### src/sv/epd_pkg.sv
// Shared constants, types and codes for the escaped packet deframer.
`timescale 1ns / 1ps
`default_nettype none

package epd_pkg;

  localparam int PACKET_BYTES = 16;
  localparam int STORE_DEPTH  = 16;
  localparam int COUNT_W      = $clog2(PACKET_BYTES + 1);

  localparam logic [7:0] FLAG_BYTE = 8'h7E;
  localparam logic [7:0] ESC_BYTE  = 8'h7D;
  localparam logic [7:0] ESC_XOR   = 8'h20;

  localparam logic [COUNT_W-1:0] COUNT_FULL = COUNT_W'(PACKET_BYTES);
  localparam logic [COUNT_W-1:0] COUNT_LAST = COUNT_W'(PACKET_BYTES - 1);

  typedef enum logic [2:0] {
    MODE_WAIT    = 3'b001,
    MODE_NORMAL  = 3'b010,
    MODE_ESCAPED = 3'b100
  } mode_t;

  // Control from the framing sequencer to the cell row and output stage.
  typedef struct packed {
    logic       store_en;
    logic [7:0] store_data;
    logic       emit;
  } ctrl_t;

  // Status from the framing sequencer.
  typedef struct packed {
    logic [COUNT_W-1:0] count;
    logic               waiting;
  } status_t;

endpackage

`default_nettype wire

### src/sv/epd_cell.sv
// One byte cell of the packet shift row.
`timescale 1ns / 1ps
`default_nettype none

module epd_cell (
  input  logic       clk,
  input  logic       shift_en,
  input  logic [7:0] d,
  output logic [7:0] q
);

  always_ff @(posedge clk) begin
    if (shift_en) begin
      q <= d;
    end
  end

endmodule

`default_nettype wire

### src/sv/epd_ctrl.sv
// Framing sequencer: flag/escape handling, byte count and packet completion.
`timescale 1ns / 1ps
`default_nettype none

module epd_ctrl (
  input  logic             clk,
  input  logic             rst,
  input  logic             accept,
  input  logic [7:0]       rx_byte,
  output epd_pkg::ctrl_t   ctrl,
  output epd_pkg::status_t status
);
  import epd_pkg::*;

  mode_t              mode;
  mode_t              mode_next;
  logic [COUNT_W-1:0] count;
  logic [COUNT_W-1:0] count_next;
  mode_t              mode_eff;
  logic               is_flag;

  always_comb begin
    is_flag         = (rx_byte == FLAG_BYTE);
    mode_eff        = is_flag ? MODE_WAIT : mode;
    mode_next       = mode;
    count_next      = count;
    ctrl.store_en   = 1'b0;
    ctrl.store_data = rx_byte;
    ctrl.emit       = 1'b0;
    if (accept) begin
      case (mode_eff)
        MODE_NORMAL: begin
          if (rx_byte == ESC_BYTE) begin
            mode_next = MODE_ESCAPED;
          end else begin
            ctrl.store_en = 1'b1;
            count_next    = count + 1'b1;
          end
        end
        MODE_ESCAPED: begin
          ctrl.store_en   = 1'b1;
          ctrl.store_data = rx_byte ^ ESC_XOR;
          count_next      = count + 1'b1;
          mode_next       = MODE_NORMAL;
        end
        default: begin
          count_next = '0;
          mode_next  = is_flag ? MODE_NORMAL : MODE_WAIT;
        end
      endcase
      if (ctrl.store_en && count_next == COUNT_FULL) begin
        ctrl.emit = 1'b1;
        mode_next = MODE_WAIT;
      end
    end
  end

  always_ff @(posedge clk) begin
    if (rst) begin
      mode  <= MODE_WAIT;
      count <= '0;
    end else begin
      mode  <= mode_next;
      count <= count_next;
    end
  end

  assign status.count   = count;
  assign status.waiting = (mode == MODE_WAIT);

endmodule

`default_nettype wire

### src/sv/escaped_packet_deframer_top.sv
// Top level of the escaped packet deframer: sequencer, byte cell row, output register.
//
//  channel  valid      stall      payload
//  in       in_valid   in_stall   rx_byte
//  out      out_valid  out_stall  packet_low_word, packet_high_word
//
// One byte is taken every cycle unless in_stall holds it; the sequencer registers mode and count as each byte is taken.
// A completed packet is loaded into the output register the cycle after its last byte.
// Input stalls only when the output still holds an untaken packet and the next
// byte could finish another one.
// Reset (rst, synchronous) returns to waiting for a flag with an empty count.
`timescale 1ns / 1ps
`default_nettype none

module escaped_packet_deframer_top (
  input  logic        clk,
  input  logic        rst,
  input  logic        in_valid,
  output logic        in_stall,
  input  logic [7:0]  rx_byte,
  output logic        out_valid,
  input  logic        out_stall,
  output logic [63:0] packet_low_word,
  output logic [63:0] packet_high_word
);
  import epd_pkg::*;

  ctrl_t      ctrl;
  status_t    status;
  logic       accept;
  logic       load_pending;
  logic [7:0] cell_q [PACKET_BYTES];
  logic [7:0] pkt_byte [STORE_DEPTH];

  assign in_stall = out_valid && out_stall && !status.waiting
                    && (status.count == COUNT_LAST);
  assign accept   = in_valid && !in_stall;

  epd_ctrl u_ctrl (
    .clk     (clk),
    .rst     (rst),
    .accept  (accept),
    .rx_byte (rx_byte),
    .ctrl    (ctrl),
    .status  (status)
  );

  // Newest byte enters cell 0; after a full packet, byte 0 sits in the last cell.
  for (genvar k = 0; k < PACKET_BYTES; k++) begin : g_cell
    epd_cell u_cell (
      .clk      (clk),
      .shift_en (ctrl.store_en),
      .d        ((k == 0) ? ctrl.store_data : cell_q[(k == 0) ? 0 : k - 1]),
      .q        (cell_q[k])
    );
  end

  always_comb begin
    for (int i = 0; i < STORE_DEPTH; i++) begin
      if (i < PACKET_BYTES) begin
        pkt_byte[i] = cell_q[PACKET_BYTES - 1 - i];
      end else begin
        pkt_byte[i] = 8'h00;
      end
    end
  end

  // No byte is stored in the cycle after a completion, so the row is stable here.
  always_ff @(posedge clk) begin
    if (load_pending) begin
      for (int i = 0; i < 8; i++) begin
        packet_low_word[8*i +: 8]  <= pkt_byte[i];
        packet_high_word[8*i +: 8] <= pkt_byte[i + 8];
      end
    end
  end

  always_ff @(posedge clk) begin
    if (rst) begin
      load_pending <= 1'b0;
      out_valid    <= 1'b0;
    end else begin
      load_pending <= ctrl.emit;
      if (load_pending) begin
        out_valid <= 1'b1;
      end else if (!out_stall) begin
        out_valid <= 1'b0;
      end
    end
  end

  a_no_overwrite: assert property (@(posedge clk) disable iff (rst)
    load_pending |-> !out_valid)
    else $error("packet load while output still holds a packet");

  a_load_valid: assert property (@(posedge clk) disable iff (rst)
    load_pending |=> out_valid)
    else $error("loaded packet not presented");

  a_wait_after_emit: assert property (@(posedge clk) disable iff (rst)
    load_pending |-> (status.waiting && !ctrl.store_en))
    else $error("byte stored in the cycle after a completed packet");

  a_count_range: assert property (@(posedge clk) disable iff (rst)
    status.count <= COUNT_FULL)
    else $error("byte count past packet length");

endmodule

`default_nettype wire

### config.mk
export PLATFORM = sky130hd
export DESIGN_NAME = escaped_packet_deframer_top
export DESIGN_NICKNAME = d
export VERILOG_FILES = /design/src/sv/epd_pkg.sv /design/src/sv/epd_cell.sv /design/src/sv/epd_ctrl.sv /design/src/sv/escaped_packet_deframer_top.sv
export SDC_FILE = /design/constraint.sdc
export NUM_CORES = 1
export LEC_CHECK = 0
export ABC_AREA = 1
export CAP_MARGIN = 20
export CORE_AREA = 2 2 121 123
export DETAILED_ROUTE_END_ITERATION = 10
export DIE_AREA = 0 0 123 125
export DONT_BUFFER_PORTS = 1
export GPL_TIMING_DRIVEN = 0
export PLACE_DENSITY = 0.76
export RECOVER_POWER = 25
export SYNTH_ARGS = -nofsm -noshare
export SYNTH_HDL_FRONTEND = slang
export SYNTH_SLANG_ARGS = --single-unit
### constraint.sdc
create_clock -name clk -period 10.78 [get_ports clk]
set_clock_uncertainty 0.15 [all_clocks]
set_input_delay 1.078 -clock clk [delete_from_list [all_inputs] [get_ports clk]]
set_output_delay 1.078 -clock clk [all_outputs]
set_load 0.02 [all_outputs]
# After elaboration in Yosys (flattened, before gate mapping)
# Index checks and enable logic that the tools add are counted.
[classes]
n_reduce_logical = 9
bitwise = 2
n_mux = 16
n_addsub = 1
eq_ne = 9
[op_table]
columns = ["cell", "n"]
rows = [
  ["$eq A8 B7 Y1 const B", 2],
  ["$mux W10", 1],
  ["$mux W5", 2],
  ["$pmux W5 S2", 1],
  ["$mux W3", 3],
  ["$mux W6", 1],
  ["$pmux W3 S2", 1],
  ["$add A5 B1 Y5 const B", 1],
  ["$eq A5 B4 Y1 const B", 1],
  ["$eq A5 B5 Y1 const B", 1],
  ["$logic_and A1 B1 Y1", 5],
  ["$mux W1", 5],
  ["$eq A3 B1 Y1 const B", 1],
  ["$eq A3 B2 Y1 const B", 1],
  ["$eq A3 B3 Y1 const B", 1],
  ["$ne A3 B1 Y1 const B", 1],
  ["$logic_not A1 Y1", 2],
  ["$mux W2", 1],
  ["$ne A2 B1 Y1 const B", 1],
  ["$not A1 Y1", 2],
  ["$pmux W1 S2", 1],
  ["$reduce_and A2 Y1", 1],
  ["$reduce_or A2 Y1", 1],
]
[word_totals]
regBits = 266
output_inout_bits = 130
elab_cells = 59

# Depth between registers and ports, before layout
[depth]
ltp_word = 11
mapped_depth = 15
ltp_nobuf = 15

# Modules after synthesis
# From an unflattened synthesis, not the netlist that was laid out.
[unflattened]
cells_unflattened = 395
hier_area_um2 = 8557.0
[modules_own_cells]
columns = ["mod", "cells_each", "area_per_inst_um2", "n_inst"]
rows = [
  ["escaped_packet_deframer_top", 145, 3945.0, 1],
  ["epd_cell", 8, 240.2, 16],
  ["epd_ctrl", 122, 768.2, 1],
]

# Worst setup path before layout
# Ideal clock, no wire load.
[synth_timing]
path_kind = "input port to flip-flop"
from = "input rx_byte[7]"
to = "register g_cell[0].u_cell.q[0] (enable)"
arrival_ns = 7.134
required_ns = 10.010
setup_slack_ns = 2.876
setup_time_ns = 0.620
path_stages = 8
path_cell_list = "inv_1 nand2_1 nor2_8 a21oi_2 nand2_1 nand2_1 inv_1 nor2_1"
[synth_rtl]
columns = ["item", "line", "rtl"]
rows = [
  ["from (decl)", "escaped_packet_deframer_top.sv:20", "input logic [7:0] rx_byte,"],
  ["to (signal assigned)", "epd_cell.sv:14", "q <= d;"],
  ["to (decl)", "epd_cell.sv:9", "output logic [7:0] q"],
]

==> key figures <==
GRT
  • Antenna violations before repair: 0
  • GR Util All Layers: 0.164
  • GR Util met2: 0.267
  • GR Util met3: 0.0497
  • Routing usage on met1: 0.217
  • Global-route wire length before repair: between 15 and 20 mm
  • Largest net degree at the start of global routing: 59
  • Top Usage Layer GRT: met2
  • Vias in the first global route: between 3000 and 4000
  • Overflow after GRT: 0

Clock tree
  • Clk sinks: between 200 and 300
  • CTS tree: done
  • Count of hold buffers inserted by post-cts repair: 0
  • CTS clk-pin slew, worst paths: ~0.06 ns
  • Root buffer cell: clkbuf_16
  • Clk_lat worst skew: 0.51 ns
  • # Post-CTS Setup Buffers: 0
  • CTS max path bufs: 3
  • Num CTS Buffers: 25
  • # H-tree levels: 1
  • Post-CTS sizing: 0

Timing
  • Period minus WS final: around 3.3 ns
  • Final setup TNS: 0 ns
  • RSZ-0062 raised after global routing: false
  • Max-slew violations: 0
  • Setup Viol. Count Final: 0
  • Period utilization: 0.308
  • Worst-Margin Slew: 0.972 ns
  • Fmax: about 300 MHz
  • Post-route worst setup slack: 7.45 ns
  • Hold Fails Final Rpt: 0
  • Slew HR: 0.350

Logic synthesis
  • Commonest cells post-synth: edfxtp_1, nand2_1, inv_1, nand3_1, nor2_1
  • #FFs+latches synth: about 270
  • Synth unique cells: 25
  • Synth Warn #: 0
  • Synth async-reset ratio: 0
  • Syn Nets: ~400
  • Leading area contributor after synthesis: edfxtp_1
  • Post-synth EDFFs: roughly 260
  • Seq/Total Area, Yosys: 0.929
  • Yosys top cell area share: 0.906
  • Top post-synthesis cells by area: edfxtp_1, dfxtp_1, nand2_1, inv_1, nand3_1
  • Commonest register cell after synthesis: edfxtp_1
  • Most frequent cell after synthesis: edfxtp_1
  • Mapped Cells: between 300 and 400
  • Mean Syn Cell Area: ~22 um^2
  • Synthesized cell area: around 8500 um^2

Worst setup path
  • Worst Setup Start Kind: register
  • Worst Setup End Kind: register
  • Cell Chain, Critical Path: ha_1 > nand2_1 > nor2_1 > ha_1 > nand3_1 > nand2_1 > clkbuf_1 > nor2_4 > buf_12 > buf_12
  • WS Path Type: reg2reg
  • CP Data Arrival Time: 3.36 ns
  • CP peak stage delay: approximately 0.8 ns
  • CP max FO: 35
  • Worst Path Required: ~11 ns
  • Buf+Inv Stages, Crit Path: 3
  • Cell family with most CP delay: simple AND/OR/NAND/NOR gates
  • CP max stage cell: nor2_4

Final layout
  • Fill cells: between 800 and 900
  • Layout Nets: 431
  • N_diodes: 0
  • Synthesis-to-layout area growth: 14.0%
  • Layout cells sized above 1: 0.138

Floorplan
  • Core Box Area: 14200 um^2
  • Chip width: between 100 and 150 um
  • Starting Density: 0.598
  • Die Span Y: about 130 um
  • Io pins: 142
  • Die ar.: 15400 um^2
  • Row count: 44

Placed design
  • Post-DP HPWL: around 8.0 mm
  • Dpl ws: between 6 and 7 ns
  • I/O Buffers: 0
  • RePlAce Congestion: 0.767

Routing
  • Routed WL per cell: between 20 and 25 um
  • Starting DRT DRC Count: approximately 160
  • Routed via count: 3348
  • Vias per cell: approximately 5.4
  • Antenna Violating Nets Remaining: 0
  • Remaining DRCs: 0
  • Detailed Route WL: 12.6 mm
  • Pre-Repair DR Iteration Count: 4

Power
  • Leakage: about 3.2 nW
  • Pwr Total: about 2.0 mW
  • VDD IR-drop max: between 0.00015 and 0.0002 V
  • Power Density: 208 nW/um^2

Flow run
  • Max-cap violation count: 0

Min path
  • HP Class: reg2reg

Run status
  • Status: complete, no violations
## through the flow
| step | utilization | cell area [um^2] | hold WS [ns] | cells |
|---|---|---|---|---|
| floorplan | - | 8490 | 0.250 | 385 |
| global placement | 0.614 | 8720 | 0.255 | 569 |
| detailed placement | 0.622 | 8840 | 0.255 | 574 |
| CTS | 0.681 | 9680 | 0.269 | 619 |
| global route | 0.681 | 9680 | 0.288 | 619 |
| finish | 0.681 | 9680 | 0.269 | 619 |
## flip-flops by register name (all words and copies together), names as in the netlist
name / flops
out_valid: 1
g_cell.u_cell.q: 128
load_pending: 1
packet_low_word: 64
u_ctrl.count: 5
u_ctrl.mode: 3
packet_high_word: 64
## final timing paths
path	from	endpoint	slack [ns]	cells past startpoint
setup reg to reg	u_ctrl.count[0]	g_cell[5].u_cell.q[2]	7.45	10
hold / removal	g_cell[15].u_cell.q[7]	packet_low_word[7]	0.27	0
setup / recovery	u_ctrl.count[0]	g_cell[5].u_cell.q[2]	7.45	10
hold reg to reg	g_cell[15].u_cell.q[7]	packet_low_word[7]	0.27	0
## cell type report
type | instances | area [um^2] | share of cell area
clock inverter | 20 | 213 | 0.0220
tap | 184 | 230 | 0.0238
buffer | 2 | 7.51 | 0.000776
timing repair buffer | 5 | 108 | 0.0111
clock buffer | 25 | 626 | 0.0647
sequential | 266 | 7890 | 0.816
multi-input combinational | 95 | 518 | 0.0535
inverter | 22 | 82.6 | 0.00853
## logic make-up after synthesis
family / Yosys count / share of synthesized area
AO/OA/AOI/OAI: 14 / 0.00870
XOR/XNOR: 2 / 0.00206
adder cells (fa/ha/maj): 2 / 0.00295
buffers and inverters: 24 / 0.0106
flip-flops: 266 / 0.929
AND/OR/NAND/NOR: 77 / 0.0464
## layer usage
metal / wire (um) / up-vias
li1: - / 1522
met1: 5150 / 1656
met2: 6220 / 148
met3: 981 / 22
met4: 254 / 0
met5: 0 / -
## power by group
group	internal [mW]	total, mW	switching [mW]	leakage, nW
combinational	0.00401	0.0138	0.00982	0.413
clock	0.522	0.876	0.355	0.409
sequential	1.12	1.12	0.00249	2.38
total	1.65	2.01	0.367	3.21
## cells in the final DEF (no fill, tap or decap), types with 3 or more instances in the layout
cell type / instances
edfxtp_1: 256
nand2_1: 33
clkbuf_16: 25
inv_1: 22
nand3_1: 15
nor2_1: 11
dfxtp_1: 9
a21oi_1: 7
clkinv_2: 7
o21ai_0: 5
bufinv_16: 4
clkinv_1: 4
buf_12: 4
nor2_2: 3
nand2_4: 3
clkinvlp_4: 3
Note: power is estimated with default switching activity, not from simulation.
